**src/rtl/core/ptame_pkg.sv**
```systemverilog
// Package for the peer table with aging and master election: codes and request types.
package ptame_pkg;

  // Request operation codes
  localparam logic [1:0] OP_UPDATE    = 2'd0;
  localparam logic [1:0] OP_TICK      = 2'd1;
  localparam logic [1:0] OP_RESET_ALL = 2'd2;
  localparam logic [1:0] OP_RESET_ME  = 2'd3;

  // Entry status codes
  localparam logic [1:0] ST_NEVER   = 2'd0;
  localparam logic [1:0] ST_TIMED   = 2'd1;
  localparam logic [1:0] ST_PRESENT = 2'd2;

  // Configuration register indexes
  localparam logic CFG_MY_ID   = 1'b0;
  localparam logic CFG_TIMEOUT = 1'b1;

  // Slot index width inside the scan packet; covers the largest table of 64 entries
  localparam int SLOT_W = 6;

  typedef struct packed {
    logic [1:0]  op;
    logic [7:0]  peer_id;
    logic [7:0]  peer_master;
    logic [7:0]  peer_version;
    logic [15:0] peer_clear;
    logic [9:0]  own_clear;
    logic [31:0] now_ms;
  } ptame_req_t;

  typedef struct packed {
    logic       is_master;
    logic [2:0] slot;
    logic       slot_valid;
  } ptame_rsp_t;

  // Packet that walks the cell row, one cell per cycle
  typedef struct packed {
    logic              valid;
    logic              is_tick;
    logic [7:0]        peer_id;
    logic [31:0]       now_ms;
    logic [9:0]        own_clear;
    logic              done;
    logic [SLOT_W-1:0] sel;
    logic              timed_found;
    logic [SLOT_W-1:0] timed_idx;
    logic              best_valid;
    logic [31:0]       best_age;
    logic [SLOT_W-1:0] best_idx;
    logic              stop;
  } ptame_pkt_t;

  // Slot write broadcast at the end of a peer update scan
  typedef struct packed {
    logic              en;
    logic [SLOT_W-1:0] idx;
    logic [7:0]        id;
    logic [15:0]       light;
    logic [7:0]        version;
    logic [7:0]        master_byte;
    logic [31:0]       stamp;
  } ptame_wr_t;

endpackage

```
**src/rtl/core/peer_table_aging_master_elect.sv**
```systemverilog
// Top level of the peer table with aging and master election.
//
// A request is taken when start is high and busy is low; every request gives
// exactly one response, shown on out_data for the single cycle in which
// out_valid is high, and the receiver cannot hold it off. Reset-all, reset-me
// and a peer update that carries the node's own id answer in the cycle after
// the request and leave busy low, so such requests may follow every cycle.
// A tick and a peer update from another node send a scan packet down a row of
// TABLE_DEPTH-1 slot cells, one cell per cycle; busy stays high until the
// packet leaves the last cell, and the response is registered from that exit,
// so the next request can be taken while the response is shown; the wait is
// set by the length of the cell row. A peer update writes its chosen
// slot in the cycle its packet leaves the last cell. Entry 0 is the node
// itself: its reading for the election is the tick's own sample.
module peer_table_aging_master_elect #(
  parameter int TABLE_DEPTH = 8
) (
  input  logic                  clk,
  input  logic                  rst_n,
  input  logic                  start,
  output logic                  busy,
  input  ptame_pkg::ptame_req_t in_data,
  output logic                  out_valid,
  output ptame_pkg::ptame_rsp_t out_data,
  input  logic                  cfg_we,
  input  logic                  cfg_idx,
  input  logic [31:0]           cfg_wdata
);
  import ptame_pkg::*;

  localparam logic ST_IDLE = 1'b0;
  localparam logic ST_SCAN = 1'b1;

  logic        state_r, state_nxt;
  logic [7:0]  my_id_r;
  logic [31:0] timeout_r;
  logic        master_r, master_nxt;
  ptame_req_t  req_r, req_nxt;
  ptame_pkt_t  inj_r, inj_nxt;
  logic        out_valid_r, out_valid_nxt;
  ptame_rsp_t  out_data_r, out_data_nxt;
  ptame_wr_t   wr;
  logic        accept;
  logic [SLOT_W-1:0] fin_slot;

  ptame_pkt_t chain [TABLE_DEPTH];
  logic [TABLE_DEPTH-1:0] chain_vld;
  ptame_pkt_t last;

  assign busy   = (state_r == ST_SCAN);
  assign accept = start && !busy;

  // Row of slot cells; chain[0] is the injection register
  assign chain[0] = inj_r;
  genvar gi;
  generate
    for (gi = 1; gi < TABLE_DEPTH; gi++) begin : g_cell
      ptame_cell #(.CELL_IDX(gi)) u_cell (
        .clk        (clk),
        .rst_n      (rst_n),
        .timeout_ms (timeout_r),
        .wr         (wr),
        .pkt_in     (chain[gi-1]),
        .pkt_out    (chain[gi])
      );
    end
    for (gi = 0; gi < TABLE_DEPTH; gi++) begin : g_vld
      assign chain_vld[gi] = chain[gi].valid;
    end
  endgenerate

  assign last = chain[TABLE_DEPTH-1];

  // Slot choice: matching or empty slot, else first timed out, else oldest
  assign fin_slot = last.done        ? last.sel :
                    last.timed_found ? last.timed_idx : last.best_idx;

  always_comb begin
    state_nxt     = state_r;
    master_nxt    = master_r;
    req_nxt       = req_r;
    inj_nxt       = inj_r;
    inj_nxt.valid = 1'b0;
    out_valid_nxt = 1'b0;
    out_data_nxt  = out_data_r;
    wr            = '0;
    wr.idx        = fin_slot;
    wr.id         = req_r.peer_id;
    wr.light      = req_r.peer_clear;
    wr.version    = req_r.peer_version;
    wr.master_byte = req_r.peer_master;
    wr.stamp      = req_r.now_ms;

    // Finish a scan as its packet leaves the last cell
    if (last.valid) begin
      state_nxt     = ST_IDLE;
      out_valid_nxt = 1'b1;
      if (last.is_tick) begin
        master_nxt   = !last.stop;
        out_data_nxt = '{is_master: !last.stop, slot: 3'd0, slot_valid: 1'b0};
      end else begin
        wr.en        = 1'b1;
        out_data_nxt = '{is_master: master_r, slot: fin_slot[2:0], slot_valid: 1'b1};
      end
    end

    if (accept) begin
      req_nxt = in_data;
      inj_nxt = '{valid: 1'b1, is_tick: (in_data.op == OP_TICK),
                  peer_id: in_data.peer_id, now_ms: in_data.now_ms,
                  own_clear: in_data.own_clear, done: 1'b0, sel: '0,
                  timed_found: 1'b0, timed_idx: '0, best_valid: 1'b0,
                  best_age: '0, best_idx: '0, stop: 1'b0};
      out_data_nxt = '{is_master: master_r, slot: 3'd0, slot_valid: 1'b0};
      case (in_data.op)
        OP_UPDATE: begin
          if (in_data.peer_id == my_id_r) begin
            // own id lands in entry 0: answer at once, no scan
            inj_nxt.valid = 1'b0;
            out_valid_nxt = 1'b1;
            out_data_nxt.slot_valid = 1'b1;
          end else begin
            state_nxt = ST_SCAN;
          end
        end
        OP_TICK: begin
          state_nxt = ST_SCAN;
        end
        OP_RESET_ALL: begin
          inj_nxt.valid = 1'b0;
          master_nxt    = 1'b1;
          out_valid_nxt = 1'b1;
          out_data_nxt.is_master = 1'b1;
        end
        default: begin
          // reset me: only a matching target id takes effect
          inj_nxt.valid = 1'b0;
          out_valid_nxt = 1'b1;
          if (in_data.peer_id == my_id_r) begin
            master_nxt = 1'b1;
            out_data_nxt.is_master = 1'b1;
          end
        end
      endcase
    end
  end

  always_ff @(posedge clk) begin
    if (!rst_n) begin
      state_r     <= ST_IDLE;
      master_r    <= 1'b1;
      my_id_r     <= 8'd0;
      timeout_r   <= 32'd30000;
      inj_r       <= '0;
      out_valid_r <= 1'b0;
    end else begin
      state_r     <= state_nxt;
      master_r    <= master_nxt;
      inj_r       <= inj_nxt;
      out_valid_r <= out_valid_nxt;
      if (cfg_we) begin
        case (cfg_idx)
          CFG_MY_ID:   my_id_r   <= cfg_wdata[7:0];
          CFG_TIMEOUT: timeout_r <= cfg_wdata;
          default: ;
        endcase
      end
    end
  end

  always_ff @(posedge clk) begin
    req_r      <= req_nxt;
    out_data_r <= out_data_nxt;
  end

  assign out_valid = out_valid_r;
  assign out_data  = out_data_r;

`ifndef SYNTHESIS
  // Only one scan packet may be in the row at a time
  a_one_packet: assert property (@(posedge clk) disable iff (!rst_n)
    $onehot0(chain_vld))
    else $error("more than one scan packet in the cell row");

  // A packet leaving the row must belong to a running scan
  a_scan_owner: assert property (@(posedge clk) disable iff (!rst_n)
    last.valid |-> state_r == ST_SCAN)
    else $error("scan packet left the row while idle");

  // A tick holds off further requests on the next cycle
  a_tick_busy: assert property (@(posedge clk) disable iff (!rst_n)
    accept && in_data.op == OP_TICK |=> busy && !out_valid)
    else $error("tick did not start a scan");

  // Reset-all answers next cycle as master
  a_reset_all: assert property (@(posedge clk) disable iff (!rst_n)
    accept && in_data.op == OP_RESET_ALL |=> out_valid && out_data.is_master)
    else $error("reset-all did not report master");
`endif

endmodule

```
**src/rtl/core/ptame_cell.sv**
```systemverilog
// One peer slot of the table: holds the entry and handles the passing scan packet.
module ptame_cell #(
  parameter int CELL_IDX = 1
) (
  input  logic                  clk,
  input  logic                  rst_n,
  input  logic [31:0]           timeout_ms,
  input  ptame_pkg::ptame_wr_t  wr,
  input  ptame_pkg::ptame_pkt_t pkt_in,
  output ptame_pkg::ptame_pkt_t pkt_out
);
  import ptame_pkg::*;

  localparam logic [SLOT_W-1:0] MY_IDX = SLOT_W'(CELL_IDX);

  logic [7:0]  id_r, id_nxt;
  logic [15:0] light_r, light_nxt;
  logic [7:0]  ver_r, ver_nxt;
  logic [7:0]  mbyte_r, mbyte_nxt;
  logic [31:0] stamp_r, stamp_nxt;
  logic [1:0]  status_r, status_nxt;
  ptame_pkt_t  pkt_r, pkt_nxt;
  logic [31:0] age;

  assign age = pkt_in.now_ms - stamp_r;

  always_comb begin
    pkt_nxt    = pkt_in;
    id_nxt     = id_r;
    light_nxt  = light_r;
    ver_nxt    = ver_r;
    mbyte_nxt  = mbyte_r;
    stamp_nxt  = stamp_r;
    status_nxt = status_r;
    if (pkt_in.valid) begin
      if (pkt_in.is_tick) begin
        // age this slot, then stop at the first peer brighter than self
        if (!pkt_in.stop) begin
          if (status_r != ST_PRESENT || age > timeout_ms) begin
            light_nxt = '0;
            if (status_r == ST_PRESENT) begin
              status_nxt = ST_TIMED;
            end
          end
          if ({6'd0, pkt_in.own_clear} < light_nxt) begin
            pkt_nxt.stop = 1'b1;
          end
        end
      end else begin
        if (!pkt_in.done && (status_r == ST_NEVER || id_r == pkt_in.peer_id)) begin
          pkt_nxt.done = 1'b1;
          pkt_nxt.sel  = MY_IDX;
        end
        if (!pkt_in.timed_found && status_r == ST_TIMED) begin
          pkt_nxt.timed_found = 1'b1;
          pkt_nxt.timed_idx   = MY_IDX;
        end
        if (!pkt_in.best_valid || age > pkt_in.best_age) begin
          pkt_nxt.best_valid = 1'b1;
          pkt_nxt.best_age   = age;
          pkt_nxt.best_idx   = MY_IDX;
        end
      end
    end
    if (wr.en && wr.idx == MY_IDX) begin
      id_nxt     = wr.id;
      light_nxt  = wr.light;
      ver_nxt    = wr.version;
      mbyte_nxt  = wr.master_byte;
      stamp_nxt  = wr.stamp;
      status_nxt = ST_PRESENT;
    end
  end

  always_ff @(posedge clk) begin
    if (!rst_n) begin
      status_r <= ST_NEVER;
      pkt_r    <= '0;
    end else begin
      status_r <= status_nxt;
      pkt_r    <= pkt_nxt;
    end
  end

  always_ff @(posedge clk) begin
    id_r    <= id_nxt;
    light_r <= light_nxt;
    ver_r   <= ver_nxt;
    mbyte_r <= mbyte_nxt;
    stamp_r <= stamp_nxt;
  end

  assign pkt_out = pkt_r;

endmodule
```
**config.mk**
```make
export PLATFORM = sky130hd
export DESIGN_NAME = peer_table_aging_master_elect
export DESIGN_NICKNAME = d
export VERILOG_FILES = /design/src/rtl/core/ptame_pkg.sv /design/src/rtl/core/peer_table_aging_master_elect.sv /design/src/rtl/core/ptame_cell.sv
export SDC_FILE = /design/constraint.sdc
export NUM_CORES = 2
export LEC_CHECK = 0
export BUFFER_PORTS_ARGS = -buffer_cell sky130_fd_sc_hd__buf_4
export CELL_PAD_IN_SITES_DETAIL_PLACEMENT = 1
export CELL_PAD_IN_SITES_GLOBAL_PLACEMENT = 1
export CORE_MARGIN = 3
export CORE_UTILIZATION = 45
export CTS_CLUSTER_DIAMETER = 150
export CTS_CLUSTER_SIZE = 16
export DETAILED_ROUTE_END_ITERATION = 16
export PLACE_DENSITY = 0.76
export SLEW_MARGIN = 5
export SYNTH_ARGS = -nofsm -noshare
export SYNTH_HDL_FRONTEND = slang
export SYNTH_SLANG_ARGS = --single-unit
```
**constraint.sdc**
```tcl
create_clock -name clk -period 5.5 [get_ports clk]
set_input_delay 0.825 -clock clk [delete_from_list [all_inputs] [get_ports clk]]
set_output_delay 0.825 -clock clk [all_outputs]
set_load 0.1 [all_outputs]
```
==> reports/summary.txt <==
Syn nets - 7044
CTS Root Cell - clkbuf_16
Post-DP HPWL - 156200 um
Max-slew violation count - 0
Share of layout cells above drive strength 1 - 21.99%
Post-Syn Instances - 6220
Post-Synth Simple-Gate Area - 15.97%
H-tree levels - 3
Worst Tran Pin Value - 1035 ps
Critical path data arrival time - 6920 ps
Largest net degree at the start of global routing - 150
Final min period - 6266 ps
CTS buffer count - 81
FFs w/ async S/R, synth - 0%
I/O Buffers - 111
Fin nets - 7988
Power Density - 229.5 mW/mm^2
Req. time, crit path - 6150 ps
DRT antenna net count - 0
Total gr overflow - 0
Clock slew seen by the registers of the worst setup and hold paths - 80 ps
Final Worst Setup Slack - -765.6 ps
Die area - 0.1388 sq mm
Hold-fix buffers, CTS - 0
Avg Cell Area, Syn - 9.722 sq um
Max Clk Rate - 159.6 MHz
Crit path max fanout - 3
Layout Area Growth over Synthesis - 24.45%
Failing checks - setup timing
Max Cap Viol - 0
Area share of the largest cell type after synthesis - 22.94%
Vias in the first global route - 54.02k
GPL Wtd Cong - 0.9635
Die X - 372.6 um
Adder-cell share of the synthesized area - 14.63%
Top FF cell, synth - dfxtp_1
Synth area leaders - dfxtp_1, edfxtp_1, ha_1
GR Layer Usage met3 - 2.689%
DRC - 0
Clock skew - 41.08 ps
WHS - 266.9 ps
CTS Buffer Depth - 3
Outcome - finished with violations
Netlist cell types - 96
Row count - 133
Hold crit path type - in2reg
Clock Sinks - 1143
Worst path slowest cell - edfxtp_1
Largest family of logic cells by synthesized area - simple AND/OR/NAND/NOR gates
Final wirelength - 212500 um
CTS tree - built
Grt peak-use layer - met2
Worst stage delay on the critical path - 400 ps
Drt initial violations - 3846
First-pass DRT Iterations - 5
Yosys warns - 0
M2 GR Usage - 49.30%
Core area - 0.1325 sq mm
Vias post-DR - 51.01k
Post-synth top area cell - dfxtp_1
First-pass GRT wire length - 311700 um
Total Routing Usage GR - 29.35%
Met1 usage - 38.46%
Most frequent cell after synthesis - ha_1
Setup Crit Path Kind - reg2reg
Register area share after synthesis - 45.29%
Post-synth EDFFs - 450
CP dominant cell by count - a21o_1
I/O pin total - 128
Post-Synth XOR/XNOR Area - 3.578%
CP Capture Type - flip-flop
Total leakage power - 32.42 nW
FF+latch count, synth - 1143
Clk_lat worst skew - 740 ps
VDD IR max - 0.2751 mV
CP startpoint kind - flip-flop
Initial antenna violation count - 8
Mapped Area - 0.06047 sq mm
Final core occ - 56.81%
Mux cell area share after synthesis - 1.053%
Hold Violations, Final - 0
Avg Vias per Cell - 5.673
WL/cell - 23.63 um
Compound-Gate Fraction of Synth Area - 14.95%
Commonest cells in the netlist - ha_1, dfxtp_1, inv_1, nand2_1, edfxtp_1
Final period utilization - 113.9%
Final setup viols - 39
RSZ-0062 raised after global routing - yes
Relative slew slack - 30.91%
Die Y - 372.6 um
Starting Density - 45.65%
-- per-stage QoR --
step / std cells / worst slack (ps) / setup TNS (ps) / instance area [sq um] / power [W]
after global routing: 8985 / -914.7 / -14970 / 75230 / 0.01787
after floorplan: 6220 / -12.71 / -12.71 / 60530 / 0.01028
after CTS: 8939 / -625.8 / -2152 / 73580 / 0.01722
after global placement: 8682 / -1323 / -24060 / 68820 / 0.01108
final: 8992 / -765.6 / -5654 / 75250 / 0.01727
after detailed placement: 8682 / -1519 / -52770 / 68820 / 0.01119
-- report_power, final --
group | leakage [nW] | internal [W] | switching (W)
clock network | 1.15 | 0.00284 | 0.00315
logic | 21.7 | 0.000930 | 0.00117
registers | 9.58 | 0.00894 | 0.000240
total | 32.4 | 0.0127 | 0.00456
-- worst max-delay path: cells and delay by family (launching register included) --
family	cells	cell delay, ps
AND/OR/NAND/NOR	7	1440
AO/OA/AOI/OAI	16	2900
multiplexers	1	290
adder cells (fa/ha/maj)	3	540
flip-flops	1	400
buffers and inverters	4	590
-- state kept, by name, indices dropped and copies added, names as in the netlist --
register / flops
g_cell.u_cell.stamp_r: 224
out_data: 5
out_valid: 1
busy: 1
g_cell.u_cell.light_r: 112
my_id_r: 8
req_r: 56
timeout_r: 32
g_cell.u_cell.status_r: 14
master_r: 1
g_cell.u_cell.pkt_out: 581
chain: 52
g_cell.u_cell.id_r: 56
-- final cells by class --
cell class,count,area (sq um)
Clock inverter,8,187.7
Tap cell,1755,2196
Multi-Input combinational cell,4358,32900
Antenna cell,7,17.52
Inverter,553,2086
Timing Repair Buffer,1027,8220
Clock buffer,141,2252
Sequential cell,1143,27390
Fill cell,14702,57210
-- logic make-up after synthesis --
| logic type | count (synthesis) |
|---|---|
| adder cells (fa/ha/maj) | 703 |
| AO/OA/AOI/OAI | 1403 |
| buffers and inverters | 719 |
| flip-flops | 1143 |
| XOR/XNOR | 247 |
| AND/OR/NAND/NOR | 1942 |
| multiplexers | 63 |
-- cell usage in the layout (no fill, tap or decap), drive strengths merged, types with 74 or more instances in the layout --
cell type     n
nand3        90
a21o        208
nor2        446
a21oi       395
nand4       108
nand2       539
xnor2       157
dfxtp       693
ha          696
inv         555
edfxtp      450
o21a         74
and2        366
xor2         90
o21ai       325
buf        1022
clkbuf      146
-- metal layers --
metal	routed length, um	vias to the layer above
li1	-	23777
met1	91970	25384
met2	100500	1420
met3	10060	427
met4	9910	0
met5	0	-
-- worst paths after layout --
kind                                                    from                            to  slack [ps]  cells past startpoint
worst max register to register   g_cell[3].u_cell.stamp_r[1]   g_cell[3].u_cell.pkt_out[0]        -770                     31
worst min-delay path                             in_data[56]                     req_r[56]         270                      1
worst min register to register  g_cell[3].u_cell.pkt_out[47]  g_cell[4].u_cell.pkt_out[47]         430                      2
worst max-delay path             g_cell[3].u_cell.stamp_r[1]   g_cell[3].u_cell.pkt_out[0]        -770                     31
-- repair_timing --
action / 4_1_cts / 5_1_grt
pin swaps: 234 / 197
endpoints found under the setup margin: 211 / 170
resized for setup: 329 / 256
setup buffers: 114 / 53
gates cloned: 2 / 9
(Power assumes the default switching activity.)
